[src/hdl/stereo_asymmetric_tanh_saturator_defines.svh]
// ---------------------------------------------------------------------------
// Assertion macros for the stereo saturator.
// Every macro is clocked on clk_i and silent while rst_ni is low.
// ---------------------------------------------------------------------------
`ifndef STEREO_ASYMMETRIC_TANH_SATURATOR_DEFINES_SVH
`define STEREO_ASYMMETRIC_TANH_SATURATOR_DEFINES_SVH

// A condition that must hold in the same cycle as its trigger.
`define SATS_ASSERT_IMP(lbl, ante, cons) \
  lbl: assert property (@(posedge clk_i) disable iff (!rst_ni) (ante) |-> (cons)) \
    else $error("sats: same-cycle check failed");

// A condition that must hold in the cycle after its trigger.
`define SATS_ASSERT_NXT(lbl, ante, cons) \
  lbl: assert property (@(posedge clk_i) disable iff (!rst_ni) (ante) |=> (cons)) \
    else $error("sats: next-cycle check failed");

`endif

[src/hdl/sats_pkg.sv]
// ---------------------------------------------------------------------------
// sats_pkg
// Shared types and constants of the stereo tanh saturator.
// ---------------------------------------------------------------------------
package sats_pkg;

  // Default sizes of the block.
  localparam int SAMPLE_WIDTH_DEF     = 24;
  localparam int TANH_TABLE_DEPTH_DEF = 256;

  // Configuration port sizes.
  localparam int CFG_IDX_W  = 3;
  localparam int CFG_DATA_W = 17;

  // Register reset values.
  localparam logic [15:0] DRIVE_RST     = 16'd4096;
  localparam logic [15:0] DRIVE_MIN_RST = 16'd4096;
  localparam logic [15:0] DRIVE_MAX_RST = 16'd40960;
  localparam logic [16:0] MIX_RST       = 17'd0;
  localparam logic [16:0] MIX_FULL      = 17'd65536;
  localparam logic [15:0] DC_COEFF_RST  = 16'd65365;

  // Register indexes of the configuration port.
  typedef enum logic [CFG_IDX_W-1:0] {
    CFG_DRIVE     = 3'd0,
    CFG_DRIVE_MIN = 3'd1,
    CFG_DRIVE_MAX = 3'd2,
    CFG_MIX       = 3'd3,
    CFG_DC_COEFF  = 3'd4
  } cfg_idx_e;

  // Which tanh argument is being evaluated.
  typedef enum logic [1:0] {
    ARG_ZO,
    ARG_POS,
    ARG_NEG,
    ARG_X
  } arg_e;

  // Datapath operations issued by the controller.
  typedef enum logic [4:0] {
    OP_NONE,
    OP_LOAD,
    OP_BIAS,
    OP_BFIN,
    OP_ARG,
    OP_TADDR,
    OP_TROM,
    OP_TMUL,
    OP_TFIN,
    OP_CEIL,
    OP_SH,
    OP_SFIN,
    OP_DC1,
    OP_DC2,
    OP_MIX1,
    OP_MIX2,
    OP_OUT
  } op_e;

  // Controller states.
  typedef enum logic [4:0] {
    ST_IDLE,
    ST_BIAS,
    ST_BDIV,
    ST_BFIN,
    ST_ARG,
    ST_TADDR,
    ST_TROM,
    ST_TMUL,
    ST_TFIN,
    ST_CEIL,
    ST_SH,
    ST_SDIV,
    ST_SFIN,
    ST_DC1,
    ST_DC2,
    ST_MIX1,
    ST_MIX2,
    ST_OUT
  } state_e;

  // Command word from controller to datapath.
  typedef struct packed {
    op_e  op;
    arg_e arg;
    logic ch;
  } cmd_t;

  // Status word from datapath to controller.
  typedef struct packed {
    logic div_busy;
    logic bias_direct;
    logic sh_direct;
    logic mix_zero;
    logic out_free;
    logic cfg_we;
  } stat_t;

endpackage

[src/hdl/sats_ctrl.sv]
// ---------------------------------------------------------------------------
// sats_ctrl
// Sequencer that steps the datapath through the bias set-up and the
// per-channel shaping, filtering and mixing of one stereo word.
// ---------------------------------------------------------------------------
module sats_ctrl (
  input  logic            clk_i,
  input  logic            rst_ni,
  input  logic            in_valid_i,
  output logic            in_ready_o,
  input  sats_pkg::stat_t stat_i,
  output sats_pkg::cmd_t  cmd_o
);

  sats_pkg::state_e state_q, state_d;
  sats_pkg::arg_e   arg_q, arg_d;
  logic             ch_q, ch_d;
  logic             prep_ok_q, prep_ok_d;

  // State and sequencing registers.
  always_ff @(posedge clk_i or negedge rst_ni) begin
    if (!rst_ni) begin
      state_q   <= sats_pkg::ST_IDLE;
      arg_q     <= sats_pkg::ARG_ZO;
      ch_q      <= 1'b0;
      prep_ok_q <= 1'b0;
    end else begin
      state_q   <= state_d;
      arg_q     <= arg_d;
      ch_q      <= ch_d;
      prep_ok_q <= prep_ok_d;
    end
  end

  // Next state and commands.
  always_comb begin
    state_d    = state_q;
    arg_d      = arg_q;
    ch_d       = ch_q;
    prep_ok_d  = prep_ok_q;
    in_ready_o = 1'b0;
    cmd_o.op   = sats_pkg::OP_NONE;
    cmd_o.arg  = arg_q;
    cmd_o.ch   = ch_q;
    case (state_q)
      sats_pkg::ST_IDLE: begin
        in_ready_o = 1'b1;
        if (in_valid_i) begin
          cmd_o.op = sats_pkg::OP_LOAD;
          ch_d     = 1'b0;
          if (stat_i.mix_zero) begin
            state_d = sats_pkg::ST_OUT;
          end else if (!prep_ok_q) begin
            state_d = sats_pkg::ST_BIAS;
          end else begin
            arg_d   = sats_pkg::ARG_X;
            state_d = sats_pkg::ST_ARG;
          end
        end
      end
      sats_pkg::ST_BIAS: begin
        cmd_o.op = sats_pkg::OP_BIAS;
        state_d  = stat_i.bias_direct ? sats_pkg::ST_BFIN : sats_pkg::ST_BDIV;
      end
      sats_pkg::ST_BDIV: begin
        if (!stat_i.div_busy) begin
          state_d = sats_pkg::ST_BFIN;
        end
      end
      sats_pkg::ST_BFIN: begin
        cmd_o.op = sats_pkg::OP_BFIN;
        arg_d    = sats_pkg::ARG_ZO;
        state_d  = sats_pkg::ST_ARG;
      end
      sats_pkg::ST_ARG: begin
        cmd_o.op = sats_pkg::OP_ARG;
        state_d  = sats_pkg::ST_TADDR;
      end
      sats_pkg::ST_TADDR: begin
        cmd_o.op = sats_pkg::OP_TADDR;
        state_d  = sats_pkg::ST_TROM;
      end
      sats_pkg::ST_TROM: begin
        cmd_o.op = sats_pkg::OP_TROM;
        state_d  = sats_pkg::ST_TMUL;
      end
      sats_pkg::ST_TMUL: begin
        cmd_o.op = sats_pkg::OP_TMUL;
        state_d  = sats_pkg::ST_TFIN;
      end
      sats_pkg::ST_TFIN: begin
        cmd_o.op = sats_pkg::OP_TFIN;
        case (arg_q)
          sats_pkg::ARG_ZO: begin
            arg_d   = sats_pkg::ARG_POS;
            state_d = sats_pkg::ST_ARG;
          end
          sats_pkg::ARG_POS: begin
            arg_d   = sats_pkg::ARG_NEG;
            state_d = sats_pkg::ST_ARG;
          end
          sats_pkg::ARG_NEG: begin
            state_d = sats_pkg::ST_CEIL;
          end
          default: begin
            state_d = sats_pkg::ST_SH;
          end
        endcase
      end
      sats_pkg::ST_CEIL: begin
        cmd_o.op  = sats_pkg::OP_CEIL;
        prep_ok_d = 1'b1;
        arg_d     = sats_pkg::ARG_X;
        state_d   = sats_pkg::ST_ARG;
      end
      sats_pkg::ST_SH: begin
        cmd_o.op = sats_pkg::OP_SH;
        state_d  = stat_i.sh_direct ? sats_pkg::ST_DC1 : sats_pkg::ST_SDIV;
      end
      sats_pkg::ST_SDIV: begin
        if (!stat_i.div_busy) begin
          state_d = sats_pkg::ST_SFIN;
        end
      end
      sats_pkg::ST_SFIN: begin
        cmd_o.op = sats_pkg::OP_SFIN;
        state_d  = sats_pkg::ST_DC1;
      end
      sats_pkg::ST_DC1: begin
        cmd_o.op = sats_pkg::OP_DC1;
        state_d  = sats_pkg::ST_DC2;
      end
      sats_pkg::ST_DC2: begin
        cmd_o.op = sats_pkg::OP_DC2;
        state_d  = sats_pkg::ST_MIX1;
      end
      sats_pkg::ST_MIX1: begin
        cmd_o.op = sats_pkg::OP_MIX1;
        state_d  = sats_pkg::ST_MIX2;
      end
      sats_pkg::ST_MIX2: begin
        cmd_o.op = sats_pkg::OP_MIX2;
        if (!ch_q) begin
          ch_d    = 1'b1;
          arg_d   = sats_pkg::ARG_X;
          state_d = sats_pkg::ST_ARG;
        end else begin
          state_d = sats_pkg::ST_OUT;
        end
      end
      sats_pkg::ST_OUT: begin
        if (stat_i.out_free) begin
          cmd_o.op = sats_pkg::OP_OUT;
          state_d  = sats_pkg::ST_IDLE;
        end
      end
      default: begin
        state_d = sats_pkg::ST_IDLE;
      end
    endcase
    // Any register write invalidates the cached bias and ceiling.
    if (stat_i.cfg_we) begin
      prep_ok_d = 1'b0;
    end
  end

endmodule

[config.mk]
export PLATFORM = sky130hd
export DESIGN_NAME = sats_ctrl
export DESIGN_NICKNAME = d
export VERILOG_FILES = /design/src/hdl/stereo_asymmetric_tanh_saturator_defines.svh /design/src/hdl/sats_pkg.sv /design/src/hdl/sats_ctrl.sv
export SDC_FILE = /design/constraint.sdc
export NUM_CORES = 1
export LEC_CHECK = 0
export ABC_AREA = 1
export BUFFER_PORTS_ARGS = -buffer_cell sky130_fd_sc_hd__buf_2
export CORE_ASPECT_RATIO = 0.75
export CORE_UTILIZATION = 47
export CTS_CLUSTER_DIAMETER = 150
export CTS_CLUSTER_SIZE = 30
export DETAILED_ROUTE_END_ITERATION = 7
export PLACE_DENSITY = 0.73
export REMOVE_ABC_BUFFERS = 1
export SLEW_MARGIN = 20
export SYNTH_ARGS = -nofsm -noshare
export SYNTH_HDL_FRONTEND = slang
export SYNTH_SLANG_ARGS = --single-unit
[constraint.sdc]
create_clock -name clk_i -period 1.4 [get_ports clk_i]
set_clock_uncertainty 0.15 [all_clocks]
set_input_delay 0.14 -clock clk_i [delete_from_list [all_inputs] [get_ports clk_i]]
set_output_delay 0.14 -clock clk_i [all_outputs]
set_load 0.005 [all_outputs]
==> impl_metrics.env, run 1 <==
export IMPL_cts_root_buf="clkbuf_4"
export IMPL_synthSimpleGateAreaFrac_pct=54.64
export IMPL_synth_area_leaders="dfrtp_1 (27%), nand2_1 (20%), nor2_1 (11%)"
export IMPL_haltStage="global routing (5_1_grt)"
export IMPL_synth_compound_area_share_pct=6.545
export IMPL_grt_ovfl_total=11
export IMPL_syn_inst=140
export IMPL_port_buffers=17
export IMPL_clock_sinks=9
export IMPL_status="stopped before the end"
export IMPL_synth_seq_area_share_pct=27.40
export IMPL_synthXorXnorAreaFrac_pct=0
export IMPL_htreeDepth=1
export IMPL_die_y_um=38.22
export IMPL_track_usage_pct=69.33
export IMPL_synth_top_family_by_area="simple AND/OR/NAND/NOR gates"
export IMPL_synth_largest_area_cell="dfrtp_1"
export IMPL_ys_seq_elements=9
export IMPL_gp_congestion=0.9547
export IMPL_synth_avg_cell_area_um2=5.872
export IMPL_dieWidth_um=50.29
export IMPL_ys_types=22
export IMPL_muxShareOfSynthArea_pct=0
export IMPL_crit_endpoint="cmd_o[3]"
export IMPL_start_util_pct=52.64
export IMPL_synth_top_area_share_pct=27.40
export IMPL_synth_cell_area_um2=822.0
export IMPL_ios=18
export IMPL_dpl_instance_area_mm2=0.001147
export IMPL_dpl_cell_count=207
export IMPL_stop_error="[ERROR GRT-0232] Routing congestion too high. Check the congestion heatmap in the GUI."
export IMPL_grt_max_degree=10
export IMPL_synthAdderAreaFrac_pct=0
export IMPL_place_ws_ns=-0.2580
export IMPL_cts_buffer_depth=2
export IMPL_num_rows=12
export IMPL_dpl_hpwl_mm=2.163
export IMPL_cts_buffers=3
export IMPL_ys_warn_count=0
export IMPL_worstEpCategory="output port"
[cells in the mapped netlist, drive strengths merged]
library cell,instances
inv,20
o21ai,3
nand2,45
buf,2
a21oi,3
nand3b,2
nand3,13
nand4,5
nor2,29
nor3,4
dfrtp,9
o22ai,1
o2111ai,1
or2,1
o221ai,1
nor4,1
[logic make-up after synthesis]
group	Yosys count
AOI/OAI and AO/OA	9
DFF	9
buffers and inverters	22
and+or+nand+nor	100
[stage by stage]
step           setup TNS, ns  hold WS, ns
2_1_floorplan        -0.3368      -0.3056
3_3_place_gp          -2.132      -0.1505
3_5_place_dp          -2.358      -0.1471
4_1_cts               -3.319      0.07728
[per-layer routing]
layer | overflow | track usage, %
met2 | 5 | 92.33
met5 | 0 | 0
met3 | 0 | 40.87
met4 | 6 | 79.17
met1 | 0 | 71.57
[repair_timing]
item / in CTS
hold endpoints to repair: 11
setup buffers: 8
resized for setup: 25
pin swaps: 5
setup endpoints to repair: 15
hold buffers: 3
==> run 2, diff against run 1 <==
--- a/config.mk
+++ b/config.mk
@@ -7,12 +7,10 @@
 export LEC_CHECK = 0
 export ABC_AREA = 1
 export BUFFER_PORTS_ARGS = -buffer_cell sky130_fd_sc_hd__buf_2
-export CORE_ASPECT_RATIO = 0.75
-export CORE_UTILIZATION = 47
-export CTS_CLUSTER_DIAMETER = 150
-export CTS_CLUSTER_SIZE = 30
+export CORE_AREA = 2 2 63 65
 export DETAILED_ROUTE_END_ITERATION = 7
-export PLACE_DENSITY = 0.73
+export DIE_AREA = 0 0 65 67
+export PLACE_DENSITY_LB_ADDON = 0.15
 export REMOVE_ABC_BUFFERS = 1
 export SLEW_MARGIN = 20
 export SYNTH_ARGS = -nofsm -noshare
==> constraint.sdc (replaced) <==
create_clock -name clk_i -period 1.8 [get_ports clk_i]
set_clock_uncertainty 0.15 [all_clocks]
set_input_delay 0.18 -clock clk_i [delete_from_list [all_inputs] [get_ports clk_i]]
set_output_delay 0.18 -clock clk_i [all_outputs]
set_load 0.005 [all_outputs]
==> impl_metrics.env, run 2 <==
export IMPL_clock_sinks=9
export IMPL_diodes=0
export IMPL_start_util_pct=22.80
export IMPL_p_comb_share_pct=69.5
export IMPL_final_period_utilization_pct=102.2
export IMPL_finalHoldViolations=0
export IMPL_layout_drive_gt1_share_pct=38.07
export IMPL_hp_start="stat_i[5]"
export IMPL_ios=18
export IMPL_vdd_drop_max_v=0.0005364
export IMPL_violations="setup timing"
export IMPL_wl_mm=2.824
export IMPL_drtPass1Iterations=4
export IMPL_clock_latency_ns=0.23
export IMPL_largest_reg_flops=5
export IMPL_p_leak_uw=0.0006535
export IMPL_final_cell_mix="nand2_1 (38), nor2_1 (20), buf_2 (17)"
export IMPL_dpl_cell_count=206
export IMPL_synthArstFlopShare_pct=100.0
export IMPL_grt_ovfl_total=0
export IMPL_critPathKind="reg2out"
export IMPL_cts_buffers=3
export IMPL_reg2regPathDepth=9
export IMPL_die_area_mm2=0.004355
export IMPL_num_rows=22
export IMPL_ys_types=22
export IMPL_cts_buffer_depth=2
export IMPL_crit_arrival_ns=1.51
export IMPL_holdCritPathClass="in2reg"
export IMPL_worstMarginPinSlew_ns=0.3040
export IMPL_wl_met1_mm=1.338
export IMPL_drt_iter0_drc=47
export IMPL_die_y_um=67
export IMPL_critPathCaptureType="output pin"
export IMPL_synth_avg_cell_area_um2=5.872
export IMPL_p_sw_uw=1160
export IMPL_path_clk_slew_ns=0.05
export IMPL_synth_area_leaders="dfrtp_1 (27%), nand2_1 (20%), nor2_1 (11%)"
export IMPL_grt_pass1_wl_mm=4.547
export IMPL_yosys_top_cells_count="nand2_1 (44), nor2_1 (25), inv_1 (18), nand3_1 (13), dfrtp_1 (9)"
export IMPL_ys_warn_count=0
export IMPL_top_layer_used="met4"
export IMPL_antenna_found_initial=0
export IMPL_area_growth_pct=48.71
export IMPL_track_usage_pct=13.62
export IMPL_syn_inst=140
export IMPL_biggestRegsByFlops="state_q (5), arg_q (2)"
export IMPL_startpoint="state_q[2]"
export IMPL_drv_cap=0
export IMPL_rsz0062_at_grt="true"
export IMPL_place_ws_ns=0.03433
export IMPL_tritoncts="built"
export IMPL_vias_per_cell=4.688
export IMPL_largest_register="state_q"
export IMPL_wl_met2_mm=1.329
export IMPL_required_ns=1.47
export IMPL_fin_crit_ns=1.840
export IMPL_grt_max_degree=10
export IMPL_cts_root_buf="clkbuf_8"
export IMPL_setup_viol=3
export IMPL_drv_slew=0
export IMPL_synth_top_area_share_pct=27.40
export IMPL_num_fill_cells=394
export IMPL_drc=0
export IMPL_antenna_left=0
export IMPL_p_seq_share_pct=19.9
export IMPL_coreArea_mm2=0.003606
export IMPL_r2r_start="state_q[1]"
export IMPL_grt_pass1_vias=991
export IMPL_synth_flop_cell="dfrtp_1"
export IMPL_status="complete, but fails checks"
export IMPL_reg2reg_setup_slack_ns=0.05
export IMPL_internal_power_uw=1117
export IMPL_yosysMostFrequentCell="nand2_1"
export IMPL_synth_cell_area_um2=822.0
export IMPL_ys_seq_elements=9
export IMPL_synth_seq_area_share_pct=27.40
export IMPL_postLayoutCoreUtil_pct=33.90
export IMPL_crit_end="cmd_o[3]"
export IMPL_gp_congestion=0.8251
export IMPL_mostFrequentLayoutCell="nand2_1"
export IMPL_htreeDepth=1
export IMPL_instances_no_fill=224
export IMPL_hold_path_depth=3
export IMPL_post_drt_wl_per_cell_um=12.61
export IMPL_dpl_hpwl_mm=2.100
export IMPL_critPathLaunchType="flip-flop"
export IMPL_vias=1050
export IMPL_maxSlewHeadroom_pct=79.63
export IMPL_route_met3_wl_um=140
export IMPL_rr_endpoint="arg_q[1]"
export IMPL_timing_fmax_ghz=0.5435
export IMPL_nets=186
export IMPL_synth_edf_count=0
export IMPL_critPathMaxFanout=6
export IMPL_dieWidth_um=65
export IMPL_port_buffers=17
export IMPL_p_per_area_mw_per_mm2=1863
export IMPL_synth_largest_area_cell="dfrtp_1"
export IMPL_switching_share_pct=50.93
export IMPL_clkPwrFrac_pct=10.5
export IMPL_finalWorstSetupSlack_ns=-0.03988
-- run 2: cell counts after synthesis --
Identical to the previous run, type by type.
-- run 2: through the flow --
stage	hold slack, ns	total power, µW	TNS, ns	area [µm²]
3_3_place_gp	-0.08909	1662	0	970.9
2_1_floorplan	-0.2656	1218	0	803.3
5_1_grt	0.04299	2500	-0.5193	1222
6_report	0.02857	2277	-0.1077	1222
3_5_place_dp	-0.09297	1639	0	970.9
4_1_cts	0.02773	2034	-0.01605	1106
-- run 2: repair_timing --
action,4_1_cts,5_1_grt
endpoints found under the setup margin,4,6
endpoints found under the hold margin,10,0
buffers inserted,4,8
pin swaps,2,8
resized for setup,17,17
hold buffers,2,0
cloned,0,0
-- run 2: worst max-delay path: stages, from the launching register on --
cell and delay, ns:
dfrtp_2 0.45, inv_4 0.11, nand2_2 0.11, nor3_2 0.26
a21oi_1 0.13, nand3_1 0.11, buf_2 0.11
-- run 2: how the worst min path moves through the flow --
stage	end	slack (ns)
global route	state_q[1]	0.04
finish	state_q[1]	0.03
detailed placement	state_q[2]	-0.09
global placement	state_q[2]	-0.09
floorplan	arg_q[0]	-0.27
CTS	state_q[1]	0.03
-- run 2: final cells by class --
cell class | count | area [µm²] | area share, %
multi-input combinational | 109 | 580.6 | 47.49
sequential | 9 | 231.5 | 18.94
timing repair buffer | 34 | 217.7 | 17.81
tap | 48 | 60.06 | 4.913
inverter | 20 | 87.58 | 7.165
clock buffer | 4 | 45.04 | 3.685
-- run 2: logic make-up after synthesis --
family                 synth area share, %
and+or+nand+nor                      54.64
buffers and inverters                11.42
DFF                                  27.40
AOI/OAI and AO/OA                    6.545
-- run 2: power by group through the flow --
| stage | Sequential, µW | Combinational, µW | Clock, µW |
|---|---|---|---|
| 3_3_place_gp | 402 | 1260 | 0 |
| 4_1_cts | 434 | 1360 | 244 |
| 2_1_floorplan | 396 | 822 | 0 |
| 5_1_grt | 464 | 1780 | 258 |
| 3_5_place_dp | 403 | 1240 | 0 |
| 6_report | 453 | 1580 | 240 |
-- run 2: metal layers --
metal,GRT usage [%],vias to the layer above
met5,0,-
met4,3.989,0
met3,1.858,2
met2,22.42,37
met1,18.43,485
li1,-,526
Power figures use the tool's default switching activity.
==> run 3, diff against run 2 <==
--- a/config.mk
+++ b/config.mk
@@ -7,6 +7,8 @@
 export LEC_CHECK = 0
 export ABC_AREA = 1
 export BUFFER_PORTS_ARGS = -buffer_cell sky130_fd_sc_hd__buf_2
+export CELL_PAD_IN_SITES_DETAIL_PLACEMENT = 1
+export CELL_PAD_IN_SITES_GLOBAL_PLACEMENT = 2
 export CORE_AREA = 2 2 63 65
 export DETAILED_ROUTE_END_ITERATION = 7
 export DIE_AREA = 0 0 65 67
==> impl_metrics.env, run 3 (synthesis results as in run 2) <==
export IMPL_holdCritPathClass="in2reg"
export IMPL_post_drt_wl_per_cell_um=15.53
export IMPL_num_rows=22
export IMPL_largest_reg_flops=5
export IMPL_grt_max_degree=10
export IMPL_biggestRegsByFlops="state_q (5), arg_q (2)"
export IMPL_track_usage_pct=17.80
export IMPL_cts_buffers=3
export IMPL_ios=18
export IMPL_die_area_mm2=0.004355
export IMPL_vias=1110
export IMPL_critPathMostFrequentCell="nor2_4"
export IMPL_finalHoldViolations=0
export IMPL_clock_latency_ns=0.23
export IMPL_maxSlewHeadroom_pct=80.73
export IMPL_clock_sinks=9
export IMPL_p_per_area_mw_per_mm2=1867
export IMPL_final_period_utilization_pct=102.4
export IMPL_drt_iter0_drc=50
export IMPL_area_growth_pct=74.43
export IMPL_vdd_drop_max_v=0.0008279
export IMPL_grt_ovfl_total=0
export IMPL_setup_viol=3
export IMPL_drv_slew=0
export IMPL_critPathMaxFanout=5
export IMPL_vias_per_cell=4.664
export IMPL_tritoncts="built"
export IMPL_antenna_found_initial=0
export IMPL_grt_pass1_vias=1186
export IMPL_postLayoutCoreUtil_pct=39.76
export IMPL_p_leak_uw=0.0007414
export IMPL_coreArea_mm2=0.003606
export IMPL_drv_cap=0
export IMPL_dpl_hpwl_mm=2.633
export IMPL_drc=0
export IMPL_htreeDepth=1
export IMPL_drtPass1Iterations=4
export IMPL_violations="setup timing"
export IMPL_worstMarginPinSlew_ns=0.2882
export IMPL_timing_fmax_ghz=0.5426
export IMPL_finalWorstSetupSlack_ns=-0.04308
export IMPL_tns_ns=-0.08911
export IMPL_status="complete, but fails checks"
export IMPL_final_cell_mix="nand2_1 (36), buf_4 (25), buf_2 (17)"
export IMPL_path_clk_slew_ns=0.05
export IMPL_largest_register="state_q"
export IMPL_gp_congestion=0.8476
export IMPL_grt_pass1_wl_mm=5.851
export IMPL_hp_start="stat_i[5]"
export IMPL_critPathLaunchType="flip-flop"
export IMPL_cts_root_buf="clkbuf_8"
export IMPL_reg2reg_setup_slack_ns=0.09
export IMPL_path_cells="nor2_4 -> inv_4 -> nor2_4 -> nand2_4 -> nand2_4 -> nor2_4 -> o221ai_2 -> buf_2"
export IMPL_critPathMaxStageDelay_ns=0.46
export IMPL_required_ns=1.47
export IMPL_diodes=0
export IMPL_antenna_left=0
export IMPL_critPathKind="reg2out"
export IMPL_r2r_start="state_q[0]"
export IMPL_layout_drive_gt1_share_pct=48.95
export IMPL_critPathCaptureType="output pin"
export IMPL_crit_slowest_cell="dfrtp_2"
export IMPL_die_y_um=67
export IMPL_dieWidth_um=65
export IMPL_startpoint="state_q[0]"
export IMPL_wl_mm=3.697
export IMPL_port_buffers=17
export IMPL_cts_buffer_depth=2
export IMPL_mostFrequentLayoutCell="nand2_1"
export IMPL_fin_crit_ns=1.843
export IMPL_start_util_pct=22.80
export IMPL_rsz0062_at_grt="true"
export IMPL_place_ws_ns=-0.01977
export IMPL_crit_arrival_ns=1.51
export IMPL_nets=200
[run 3: path summary, 6_finish.rpt]
path	to	cells past startpoint
setup reg to reg	arg_q[0]	10
setup / recovery	cmd_o[4]	8
min in group asynchronous	arg_q[1]	2
hold / removal	state_q[1]	3
hold reg to reg	prep_ok_q	2
max in group asynchronous	state_q[2]	2
[run 3: layout make-up]
cell class                 instances  area, µm²
inverter                          20      85.08
clock buffer                       4      45.04
multi-input combinational        109      666.9
sequential                         9      230.2
fill                             470       2172
timing repair buffer              48      346.6
tap                               48      60.06
[run 3: where the power goes]
part           switching (µW)  leakage (µW)  internal [µW]
Clock                    80.2     0.0000228            154
Sequential                150      0.000109            301
Combinational            1130      0.000609            857
Total                    1360      0.000741           1310
[run 3: what timing repair did]
action                                  4_1_cts  5_1_grt
endpoints found under the setup margin        5       10
hold endpoints to repair                     10        0
hold buffers                                  2        0
resized for setup                            43       14
pin swaps                                     9       11
buffers inserted                             11       12
[run 3: critical path: cells and delay by family (launching register included)]
kind	cells	cell delay, ns
AO/OA/AOI/OAI	1	0.05
buffers and inverters	2	0.22
flip-flops	1	0.46
AND/OR/NAND/NOR	5	0.54
[run 3: per-layer routing]
layer	share of wire, %	track usage [%]	vias up
li1	-	-	554
met1	44	21.51	533
met2	52	32.86	17
met3	2.3	2.534	6
met4	1.5	4.521	0
met5	0	0	-
[run 3: stage by stage]
step | power (µW) | hold slack [ns] | std cells | cell area [µm²]
3_3_place_gp | 1742 | -0.1007 | 209 | 993.5
3_5_place_dp | 1739 | -0.09972 | 209 | 993.5
6_report | 2677 | 0.05436 | 238 | 1434
4_1_cts | 2400 | 0.05212 | 226 | 1290
2_1_floorplan | 1218 | -0.2656 | 138 | 803.3
5_1_grt | 2902 | 0.07079 | 238 | 1434
